**config.mk**
```make
export PLATFORM = sky130hd
export DESIGN_NAME = accel_activity_window_max
export DESIGN_NICKNAME = d
export VERILOG_FILES = /design/src/sv/aawm_pkg.sv /design/src/sv/aawm_dp.sv /design/src/sv/aawm_ctrl.sv /design/src/sv/accel_activity_window_max.sv
export SDC_FILE = /design/constraint.sdc
export NUM_CORES = 2
export LEC_CHECK = 0
export BUFFER_PORTS_ARGS = -buffer_cell sky130_fd_sc_hd__buf_2
export CORE_UTILIZATION = 25
export CTS_CLUSTER_DIAMETER = 50
export DETAILED_ROUTE_END_ITERATION = 7
export GPL_ROUTABILITY_DRIVEN = 0
export GPL_TIMING_DRIVEN = 0
export SKIP_CTS_REPAIR_TIMING = 1
export SLEW_MARGIN = 30
export SYNTH_ARGS = -nofsm -noshare
export SYNTH_HDL_FRONTEND = slang
export SYNTH_SLANG_ARGS = --single-unit
```
**constraint.sdc**
```tcl
create_clock -name aclk -period 11.28 [get_ports aclk]
set_clock_uncertainty 0.1 [all_clocks]
set_input_delay 1.128 -clock aclk [delete_from_list [all_inputs] [get_ports aclk]]
set_output_delay 1.128 -clock aclk [all_outputs]
set_load 0.05 [all_outputs]
```
**src/sv/aawm_pkg.sv**
```systemverilog
// shared constants and control structs for the activity window max block
// no dependencies
package aawm_pkg;

    localparam int WINDOW_DEPTH = 32;
    localparam int SLOT_W       = $clog2(WINDOW_DEPTH);
    localparam int FILL_W       = $clog2(WINDOW_DEPTH + 1);

    localparam int SAMPLE_W = 16;
    localparam int LEVEL_W  = 17;
    localparam int SQ_W     = 32;
    localparam int ACC_W    = 34;
    localparam int REM_W    = 19;

    localparam int SQ_STEPS   = 4;
    localparam int SQRT_STEPS = ACC_W / 2;
    localparam int CNT_W      = 5;

    typedef struct packed {
        logic       capture;
        logic       prime;
        logic       sq_clear;
        logic       sq_step;
        logic [1:0] axis;
        logic       sqrt_init;
        logic       sqrt_step;
        logic       ring_write;
        logic       scan_clear;
        logic       scan_step;
        logic       out_load;
        logic       out_win;
    } aawm_cmd_t;

    typedef struct packed {
        logic bad;
        logic present;
        logic fill_last;
        logic scan_done;
        logic out_free;
    } aawm_stat_t;

endpackage

```
**src/sv/aawm_dp.sv**
```systemverilog
// datapath: sample registers, shared squarer, bit-serial square root,
// level ring memory, window scan and output register; uses aawm_pkg
module aawm_dp import aawm_pkg::*; (
    input  logic                       aclk,
    input  logic                       aresetn,
    input  aawm_cmd_t                  cmd,
    output aawm_stat_t                 stat,
    input  logic signed [SAMPLE_W-1:0] s_accel_x,
    input  logic signed [SAMPLE_W-1:0] s_accel_y,
    input  logic signed [SAMPLE_W-1:0] s_accel_z,
    input  logic                       s_sample_bad,
    input  logic                       m_ready,
    output logic                       m_valid,
    output logic [LEVEL_W-1:0]         m_window_max,
    output logic                       m_max_valid
);

    logic signed [SAMPLE_W-1:0] cur_reg [3];
    logic signed [SAMPLE_W-1:0] prev_reg [3];
    logic                       bad_reg;
    logic                       present_reg;

    logic [SQ_W-1:0]    prod_reg;
    logic [ACC_W-1:0]   acc_reg;
    logic [ACC_W-1:0]   rad_reg;
    logic [REM_W-1:0]   rem_reg;
    logic [LEVEL_W-1:0] root_reg;

    logic [LEVEL_W-1:0] ring_mem [WINDOW_DEPTH];
    logic [LEVEL_W-1:0] rd_data_reg;
    logic [SLOT_W-1:0]  slot_reg;
    logic [FILL_W-1:0]  fill_reg;
    logic [FILL_W-1:0]  scan_cnt_reg;
    logic [LEVEL_W-1:0] best_reg;

    logic                       m_valid_reg;
    logic [LEVEL_W-1:0]         m_max_reg;
    logic                       m_win_reg;

    logic signed [SAMPLE_W:0]   diff;
    logic [SAMPLE_W-1:0]        mag;
    logic [REM_W+1:0]           rem_sh;
    logic [REM_W+1:0]           trial;
    logic                       fits;

    // delta of the selected axis
    always_comb begin
        unique case (cmd.axis)
            2'd0:    diff = {cur_reg[0][SAMPLE_W-1], cur_reg[0]}
                          - {prev_reg[0][SAMPLE_W-1], prev_reg[0]};
            2'd1:    diff = {cur_reg[1][SAMPLE_W-1], cur_reg[1]}
                          - {prev_reg[1][SAMPLE_W-1], prev_reg[1]};
            2'd2:    diff = {cur_reg[2][SAMPLE_W-1], cur_reg[2]}
                          - {prev_reg[2][SAMPLE_W-1], prev_reg[2]};
            default: diff = '0;
        endcase
        mag = diff[SAMPLE_W] ? SAMPLE_W'(-diff) : diff[SAMPLE_W-1:0];
    end

    // one root bit per step
    always_comb begin
        rem_sh = {rem_reg, rad_reg[ACC_W-1 -: 2]};
        trial  = {2'b00, root_reg, 2'b01};
        fits   = (rem_sh >= trial);
    end

    always_ff @(posedge aclk) begin
        if (!aresetn) begin
            present_reg <= 1'b0;
            for (int i = 0; i < 3; i++) prev_reg[i] <= '0;
        end else begin
            if (cmd.prime || cmd.sqrt_init) begin
                present_reg <= 1'b1;
                for (int i = 0; i < 3; i++) prev_reg[i] <= cur_reg[i];
            end
        end
    end

    always_ff @(posedge aclk) begin
        if (cmd.capture) begin
            cur_reg[0] <= s_accel_x;
            cur_reg[1] <= s_accel_y;
            cur_reg[2] <= s_accel_z;
            bad_reg    <= s_sample_bad;
        end
        if (cmd.sq_clear) begin
            prod_reg <= '0;
            acc_reg  <= '0;
        end else if (cmd.sq_step) begin
            prod_reg <= SQ_W'(mag) * SQ_W'(mag);
            acc_reg  <= acc_reg + ACC_W'(prod_reg);
        end
        if (cmd.sqrt_init) begin
            rad_reg  <= acc_reg;
            rem_reg  <= '0;
            root_reg <= '0;
        end else if (cmd.sqrt_step) begin
            rad_reg  <= {rad_reg[ACC_W-3:0], 2'b00};
            rem_reg  <= fits ? REM_W'(rem_sh - trial) : REM_W'(rem_sh);
            root_reg <= {root_reg[LEVEL_W-2:0], fits};
        end
    end

    // ring memory: one write port, one registered read port
    always_ff @(posedge aclk) begin
        if (cmd.ring_write) begin
            ring_mem[slot_reg] <= root_reg;
        end
        rd_data_reg <= ring_mem[scan_cnt_reg[SLOT_W-1:0]];
    end

    always_ff @(posedge aclk) begin
        if (!aresetn) begin
            slot_reg <= '0;
            fill_reg <= '0;
        end else if (cmd.ring_write) begin
            slot_reg <= (slot_reg == SLOT_W'(WINDOW_DEPTH - 1)) ? '0 : slot_reg + 1'b1;
            if (fill_reg != FILL_W'(WINDOW_DEPTH)) begin
                fill_reg <= fill_reg + 1'b1;
            end
        end
    end

    // scan: read issued at count, compared in the next cycle from the registered read data
    always_ff @(posedge aclk) begin
        if (cmd.scan_clear) begin
            scan_cnt_reg <= '0;
            best_reg     <= '0;
        end else if (cmd.scan_step) begin
            scan_cnt_reg <= scan_cnt_reg + 1'b1;
            if (scan_cnt_reg != '0 && rd_data_reg > best_reg) begin
                best_reg <= rd_data_reg;
            end
        end
    end

    always_ff @(posedge aclk) begin
        if (!aresetn) begin
            m_valid_reg <= 1'b0;
        end else if (cmd.out_load) begin
            m_valid_reg <= 1'b1;
        end else if (m_ready) begin
            m_valid_reg <= 1'b0;
        end
        if (cmd.out_load) begin
            m_max_reg <= cmd.out_win ? best_reg : '0;
            m_win_reg <= cmd.out_win;
        end
    end

    assign stat.bad       = bad_reg;
    assign stat.present   = present_reg;
    assign stat.fill_last = (fill_reg >= FILL_W'(WINDOW_DEPTH - 1));
    assign stat.scan_done = (scan_cnt_reg == FILL_W'(WINDOW_DEPTH));
    assign stat.out_free  = !m_valid_reg || m_ready;

    assign m_valid      = m_valid_reg;
    assign m_window_max = m_max_reg;
    assign m_max_valid  = m_win_reg;

endmodule

```
**src/sv/aawm_ctrl.sv**
```systemverilog
// controller state machine sequencing one request through the datapath
// uses aawm_pkg
module aawm_ctrl import aawm_pkg::*; (
    input  logic       aclk,
    input  logic       aresetn,
    input  logic       s_valid,
    output logic       s_ready,
    input  aawm_stat_t stat,
    output aawm_cmd_t  cmd
);

    localparam logic [2:0] ST_IDLE   = 3'd0;
    localparam logic [2:0] ST_DECIDE = 3'd1;
    localparam logic [2:0] ST_SQ     = 3'd2;
    localparam logic [2:0] ST_RINIT  = 3'd3;
    localparam logic [2:0] ST_ROOT   = 3'd4;
    localparam logic [2:0] ST_WRITE  = 3'd5;
    localparam logic [2:0] ST_SCAN   = 3'd6;
    localparam logic [2:0] ST_FINISH = 3'd7;

    logic [2:0]       state_reg, state_next;
    logic [CNT_W-1:0] cnt_reg, cnt_next;
    logic             win_reg, win_next;

    always_comb begin
        state_next = state_reg;
        cnt_next   = cnt_reg;
        win_next   = win_reg;
        cmd        = '0;
        cmd.axis   = cnt_reg[1:0];
        s_ready    = 1'b0;
        unique case (state_reg)
            ST_IDLE: begin
                s_ready     = 1'b1;
                cmd.capture = s_valid;
                if (s_valid) begin
                    state_next = ST_DECIDE;
                end
            end
            ST_DECIDE: begin
                cnt_next = '0;
                win_next = 1'b0;
                priority if (stat.bad) begin
                    state_next = ST_FINISH;
                end else if (!stat.present) begin
                    cmd.prime  = 1'b1;
                    state_next = ST_FINISH;
                end else begin
                    cmd.sq_clear = 1'b1;
                    state_next   = ST_SQ;
                end
            end
            ST_SQ: begin
                cmd.sq_step = 1'b1;
                cnt_next    = cnt_reg + 1'b1;
                if (cnt_reg == CNT_W'(SQ_STEPS - 1)) begin
                    state_next = ST_RINIT;
                end
            end
            ST_RINIT: begin
                cmd.sqrt_init = 1'b1;
                cnt_next      = '0;
                state_next    = ST_ROOT;
            end
            ST_ROOT: begin
                cmd.sqrt_step = 1'b1;
                cnt_next      = cnt_reg + 1'b1;
                if (cnt_reg == CNT_W'(SQRT_STEPS - 1)) begin
                    state_next = ST_WRITE;
                end
            end
            ST_WRITE: begin
                cmd.ring_write = 1'b1;
                cmd.scan_clear = 1'b1;
                if (stat.fill_last) begin
                    state_next = ST_SCAN;
                end else begin
                    state_next = ST_FINISH;
                end
            end
            ST_SCAN: begin
                cmd.scan_step = 1'b1;
                if (stat.scan_done) begin
                    win_next   = 1'b1;
                    state_next = ST_FINISH;
                end
            end
            ST_FINISH: begin
                cmd.out_win = win_reg;
                if (stat.out_free) begin
                    cmd.out_load = 1'b1;
                    state_next   = ST_IDLE;
                end
            end
            default: begin
                state_next = ST_IDLE;
            end
        endcase
    end

    always_ff @(posedge aclk) begin
        if (!aresetn) begin
            state_reg <= ST_IDLE;
            cnt_reg   <= '0;
            win_reg   <= 1'b0;
        end else begin
            state_reg <= state_next;
            cnt_reg   <= cnt_next;
            win_reg   <= win_next;
        end
    end

endmodule

```
**src/sv/accel_activity_window_max.sv**
```systemverilog
// top level of the accelerometer activity window maximum block
// instantiates aawm_ctrl and aawm_dp, uses aawm_pkg
//
// usage:
//   s_ channel carries one three-axis sample per request (valid/ready);
//   s_sample_bad marks a sample to be skipped, which leaves all state alone
//   m_ channel returns exactly one result per request: m_window_max and
//   m_max_valid, both zero unless the window is full and the sample good
//   the activity level is the floor square root of the squared distance
//   to the previous good sample; the first good sample only primes it
//   path from accept to result valid:
//     a bad or priming sample: decision, then output
//     while the window is still filling: squarer, root, ring write, output
//     with a full window: the window scan follows the ring write
//   the work is done by the shared squarer, the 17-step bit-serial square root
//   and the window scan over the ring memory read port, one entry a cycle
//   one request in flight; s_ready rises again once the result sits in the
//   output register, so the next request is taken while it waits
//   a stalled receiver holds the result; the block waits in its last
//   state until the output register is free
//   reset (aresetn low, synchronous) clears the previous sample, ring
//   position and fill count; the ring memory needs no clearing pass
module accel_activity_window_max import aawm_pkg::*; (
    input  logic                       aclk,
    input  logic                       aresetn,
    input  logic                       s_valid,
    output logic                       s_ready,
    input  logic signed [SAMPLE_W-1:0] s_accel_x,
    input  logic signed [SAMPLE_W-1:0] s_accel_y,
    input  logic signed [SAMPLE_W-1:0] s_accel_z,
    input  logic                       s_sample_bad,
    output logic                       m_valid,
    input  logic                       m_ready,
    output logic [LEVEL_W-1:0]         m_window_max,
    output logic                       m_max_valid
);

    aawm_cmd_t  cmd;
    aawm_stat_t stat;

    // sequencer
    aawm_ctrl u_ctrl (
        .aclk    (aclk),
        .aresetn (aresetn),
        .s_valid (s_valid),
        .s_ready (s_ready),
        .stat    (stat),
        .cmd     (cmd)
    );

    // arithmetic, ring storage and output register
    aawm_dp u_dp (
        .aclk         (aclk),
        .aresetn      (aresetn),
        .cmd          (cmd),
        .stat         (stat),
        .s_accel_x    (s_accel_x),
        .s_accel_y    (s_accel_y),
        .s_accel_z    (s_accel_z),
        .s_sample_bad (s_sample_bad),
        .m_ready      (m_ready),
        .m_valid      (m_valid),
        .m_window_max (m_window_max),
        .m_max_valid  (m_max_valid)
    );

    // an invalid result always carries a zero maximum
    a_zero_when_invalid: assert property (@(posedge aclk) disable iff (!aresetn)
        m_valid && !m_max_valid |-> m_window_max == '0)
        else $error("window max nonzero on invalid result");

    // only one request in flight
    a_one_in_flight: assert property (@(posedge aclk) disable iff (!aresetn)
        s_valid && s_ready |=> !s_ready)
        else $error("request accepted while another is in flight");

    // output register never overwritten while a result is pending
    a_no_overwrite: assert property (@(posedge aclk) disable iff (!aresetn)
        cmd.out_load |-> (!m_valid || m_ready))
        else $error("pending result overwritten");

endmodule
```
* After elaboration in Yosys (flattened, before gate mapping)
Memories as Yosys holds them, arrays and structs flattened. A register that Yosys moved wholly into a read port is not among the register bits.
Cells that the tools add are included.
** Operators by class
- $add $sub $neg :: 10
- Multiply operators :: 1
- Magnitude comparators :: 3
- Eq/ne operators :: 19
- Muxes and demuxes :: 44
- Bitwise operators :: 3
- Reduce and logical (&&, ||, !) cells :: 17
** Operators with widths (number)
- $mux W34 :: 2
- $mux W16 :: 4
- $pmux W17 S3 :: 1
- $sub A16 B16 Y17 :: 3
- $add A34 B32 Y34 :: 1
- $mul A16 B16 Y32 :: 1
- $pmux W3 S8 :: 1
- $ge A21 B19 Y1 :: 1
- $mux W1 :: 21
- $mux W3 :: 7
- $mux W19 :: 1
- $sub A19 B19 Y19 :: 1
- $gt A17 B17 Y1 :: 1
- $neg A16 Y16 :: 1
- $add A6 B1 Y6 const B :: 2
- $eq A3 B3 Y1 const B :: 4
- $add A5 B1 Y5 const B :: 2
- $eq A5 B5 Y1 const B :: 2
- $pmux W5 S2 :: 1
- $mux W2 :: 4
- $reduce_bool A2 Y1 :: 4
- $eq A3 B2 Y1 const B :: 2
- $eq A6 B6 Y1 const B :: 1
- $ge A6 B5 Y1 const B :: 1
- 19 further kinds :: 28
** Storage, ports and cells
- Register bits :: 200
- Bits in writable memories :: 640
- Input port bits :: 53
- Output and inout port bits :: 20
- Logic and storage cells :: 117
- Memories kept :: 3
** Memories
- u_dp.ring_mem :: words 32, width 17, rd ports 1, clocked after Yosys merged registers in 1, write ports 1, line aawm_dp.sv:29 : logic [LEVEL_W-1:0] ring_mem [WINDOW_DEPTH];
- u_dp.cur_reg :: words 3, width 16, rd ports 3, clocked after Yosys merged registers in 0, write ports 3, line aawm_dp.sv:18 : logic signed [SAMPLE_W-1:0] cur_reg [3];
- u_dp.prev_reg :: words 3, width 16, rd ports 3, clocked after Yosys merged registers in 0, write ports 3, line aawm_dp.sv:19 : logic signed [SAMPLE_W-1:0] prev_reg [3];

* Depth between registers and ports, before layout
- Depth after elaboration :: 8
- Mapped depth :: 45
- Depth with buffers taken out :: 42

* Hierarchy
From an unflattened synthesis, not the netlist that was laid out.
** Unflattened totals
- Cells, all modules :: 3320
- Area, all modules :: 45018.2 µm²
** By module, submodules not included
- aawm_dp :: instances 1, cells each 3227, area each 44333.8 µm², sequential area each 23892.9 µm²
- aawm_ctrl :: instances 1, cells each 93, area each 684.4 µm², sequential area each 180.2 µm²

* Worst setup path after synthesis
Ideal clock, no wire load.
- Kind :: register to register
- Start point :: register u_ctrl.cnt_reg[0]
- End point :: register u_dp.prod_reg[25]
- Setup time :: 131 ps
- Arrival :: 9150 ps
- Data required time :: 11049 ps
- Path slack :: 1899 ps
- Stages on the path, launching flop included :: 38
- Buffers on the path :: 2
- Period minus slack after synthesis :: 9381 ps
- Cell sequence :: dfxtp_1 inv_1 ha_1 inv_2 o22ai_1 o21bai_1 and2_1 clkbuf_1 inv_1 clkbuf_1 ha_1 inv_1 a2111oi_2 a41oi_2 o41a_1 xor2_1 nor2_4 nand2_1 [... 2 more ...] fa_1 fa_1 fa_1 fa_1 inv_1 ha_1 a21o_1 a21o_1 a21oi_1 o21ai_0 a221o_1 a21o_1 a21oi_1 o21ai_0 a21o_1 a21oi_1 xor2_1 o21ai_0
** On the way
- Longest elaborated chain between the ends :: 5
- Elaborated cells on any way between the ends :: 7
- Classes of those cells :: add/sub (1); mul (1); eq/ne (2); mux (2); reduce/logical (1)
** RTL lines
- start, declared :: line aawm_ctrl.sv:22 : logic [CNT_W-1:0] cnt_reg, cnt_next;
- start signal, assigned :: line aawm_ctrl.sv:108 : cnt_reg <= cnt_next;
- $eq A2 B2 Y1 (tied with other cells) :: line aawm_dp.sv:48 : unique case (cmd.axis)
- $pmux W17 S3 * :: line aawm_dp.sv:48
- $neg A16 Y16 :: line aawm_dp.sv:57 : mag = diff[SAMPLE_W] ? SAMPLE_W'(-diff) : diff[SAMPLE_W-1:0];
- $mux W16 * :: line aawm_dp.sv:57
- $mul A16 B16 Y32 * :: line aawm_dp.sv:90 : prod_reg <= SQ_W'(mag) * SQ_W'(mag);
- end signal, assigned :: line aawm_dp.sv:90
- end, declared :: line aawm_dp.sv:23 : logic [SQ_W-1:0] prod_reg;
Every way passes the cells marked *; elsewhere a longest branch is shown, timed or not.
A chain may end at the register's enable or synchronous reset.

* Worst setup path after layout
Ends and elaborated chain as after synthesis.

==> results_dict.tcl <==
set metrics [dict create \
    hold_viol 0 \
    hold_path.class "flip-flop to flip-flop" \
    clock-sinks 856 \
    cts_tree "built" \
    clk_latency_ns 0.73 \
    synthCells 3530 \
    ioPinCount 73 \
    root_buffer "clkbuf_16" \
    synth.area.top_cells "edfxtp_1, mux4_2, fa_1" \
    fin_crit_ns 10.58 \
    drt_iter0_markers 2123 \
    grt_overflow 0 \
    yosys.area.top_type "edfxtp_1" \
    r2r_setup_slack_ns 0.70 \
    reg2reg_to "u_dp.prod_reg[25]" \
    final_core_util_pct 29.3 \
    fmax_mhz 94.5 \
    rsz0062_at_grt "no" \
    nNetsFinal 4180 \
    die_h_um 428 \
    synth_edf_count 693 \
    setup.worst_path.class "flip-flop to flip-flop" \
    yosysTopAreaCellShare_pct 45.9 \
    setup_viol 0 \
    crit_path_start_kind "flip-flop" \
    yosysMostFrequentCell "edfxtp_1" \
    clockBufferDepth 3 \
    cp_num_cells 37 \
    numPortBuffers 72 \
    crit_slowest_cell "fa_1" \
    holdPathStages 2 \
    ant_nets 0 \
    outcome "finished clean" \
    fin_crit_sh_pct 93.8 \
    rows 155 \
    postPlaceCellArea_mm2 0.0492 \
    r2r_cells 37 \
    numCtsBuffers 93 \
    hold_ws_ns 0.345 \
    grt_max_degree 44 \
    hold_start "u_dp.rd_data_reg[5]" \
    cp_max_fo 10 \
    num_vias 28000 \
    post_drt_wl_per_cell_um 17.9 \
    synth_seq_area_share_pct 53.1 \
    fp.coreArea_mm2 0.179 \
    vias_per_cell 4.54 \
    h-tree-depth 3 \
    ys_warn_count 0 \
    worstReg2RegStart "u_ctrl.cnt_reg[0]" \
    holdPathEnd "u_dp.best_reg[5]" \
    initial_utilization_pct 25.3 \
    cpLargestDelayFamily "adder cells" \
    cp_num_buf_inv 7 \
    async_reset_ff_share_pct 0 \
    grt_pass1_wl_um 169000 \
    grt_antenna_before_repair 4 \
    syn_area_per_cell_um2 12.8 \
    largest_reg_flops 544 \
    totalWireLength_um 110000 \
    drc 0 \
    relSlewSlack_pct 34.6 \
    grt_usage_pct 12.0 \
    seq_area_mm2 0.0241 \
    synth_top_flop_cell "edfxtp_1" \
    multiInputGateArea_mm2 0.0194 \
    syn2layout_area_growth_pct 15.7 \
    ys_types 102 \
    tightestPinTransition_ns 0.981 \
    max_stage_delay_ns 0.57 \
    maxCapViolCount 0 \
    final_area_mm2 0.0524 \
    hpwl_um 82300 \
    path_clk_slew_ns 0.06 \
    drv_slew 0 \
    fp.dieW_um 428 \
    firstDrtPassIters 6 \
    worstPathArrival_ns 11.08 \
    ys_ff_latch 856 \
    critPathRequiredTime_ns 11.78 \
    syn-num-nets 3975 \
    dieArea_mm2 0.183 \
    ys_top_cells_by_count "edfxtp_1, inv_1, nand2_1" \
    nFillCells 18100 \
    end_kind "flip-flop" \
    netlist_area_mm2 0.0453 \
    drive_gt1_share_pct 15.9 \
    grt_pass1_vias 28600 \
    path_common_cell "fa_1" \
]
[worst max-delay path by stage]
stage	end	from
floorplan	u_dp.prod_reg[25]	u_ctrl.cnt_reg[0]
global placement	u_dp.prod_reg[25]	u_ctrl.cnt_reg[0]
detailed placement	u_dp.prod_reg[25]	u_ctrl.cnt_reg[0]
CTS	u_dp.prod_reg[25]	u_ctrl.cnt_reg[0]
global route	u_dp.prod_reg[25]	u_ctrl.cnt_reg[0]
finish	u_dp.prod_reg[25]	u_ctrl.cnt_reg[0]
[metrics by stage]
step                setup slack, ns  instances  TNS, ns
CTS                          -0.253       6161   -0.397
global placement             -0.124       5957   -0.124
detailed placement           -0.224       5990   -0.321
floorplan                      1.90       3530        0
finish                        0.699       6169        0
global route                  0.122       6169        0
[layer usage]
metal	up-vias	routed length, um	track usage [%]
met2	639	54500	20.7
met5	-	13	0
met4	2	3870	4.51
met3	176	5160	1.70
li1	13100	-	-
met1	14100	46700	15.3
[logic make-up after synthesis]
kind of cell | synth area share, %
adders and majority gates | 13.6
and+or+nand+nor | 9.19
buffers and inverters | 4.46
xor gates and xnor gates | 2.39
DFF | 53.1
muxes | 9.43
AOI/OAI and AO/OA | 7.80
[worst register-to-register path, delay by kind of cell, from the launching register on]
kind | cells | cell delay, ns
compound gates | 16 | 3.64
xor+xnor | 2 | 0.46
fa+ha+maj | 9 | 4.10
buf+inv | 7 | 1.05
flops | 1 | 0.51
simple gates | 3 | 0.62
[layout make-up]
type / count / share of cell area, %
clock buffers: 111 / 4.63
well taps: 2355 / 5.62
diodes: 3 / 0.0143
plain buffers: 137 / 1.11
repair buffers: 110 / 1.57
multi-input cells: 2150 / 36.9
inverters: 387 / 2.78
clock inverters: 60 / 1.42
flip-flops and latches: 856 / 46.0
[layout by cell type (no fill, tap or decap), types with 61 or more instances in the layout]
cell and n:
a21o_1 61, a21oi_1 177, buf_2 92, clkbuf_1 112, clkbuf_16 94, dfxtp_1 144, edfxtp_1 693, fa_1 168
ha_1 224, inv_1 365, mux4_2 170, nand2_1 306, nor2_1 204, o21ai_0 116, xnor2_1 77
Power is left out: the tool's default activity adds up to more than one toggle a clock period on the data nets, which glitch-free logic cannot reach.
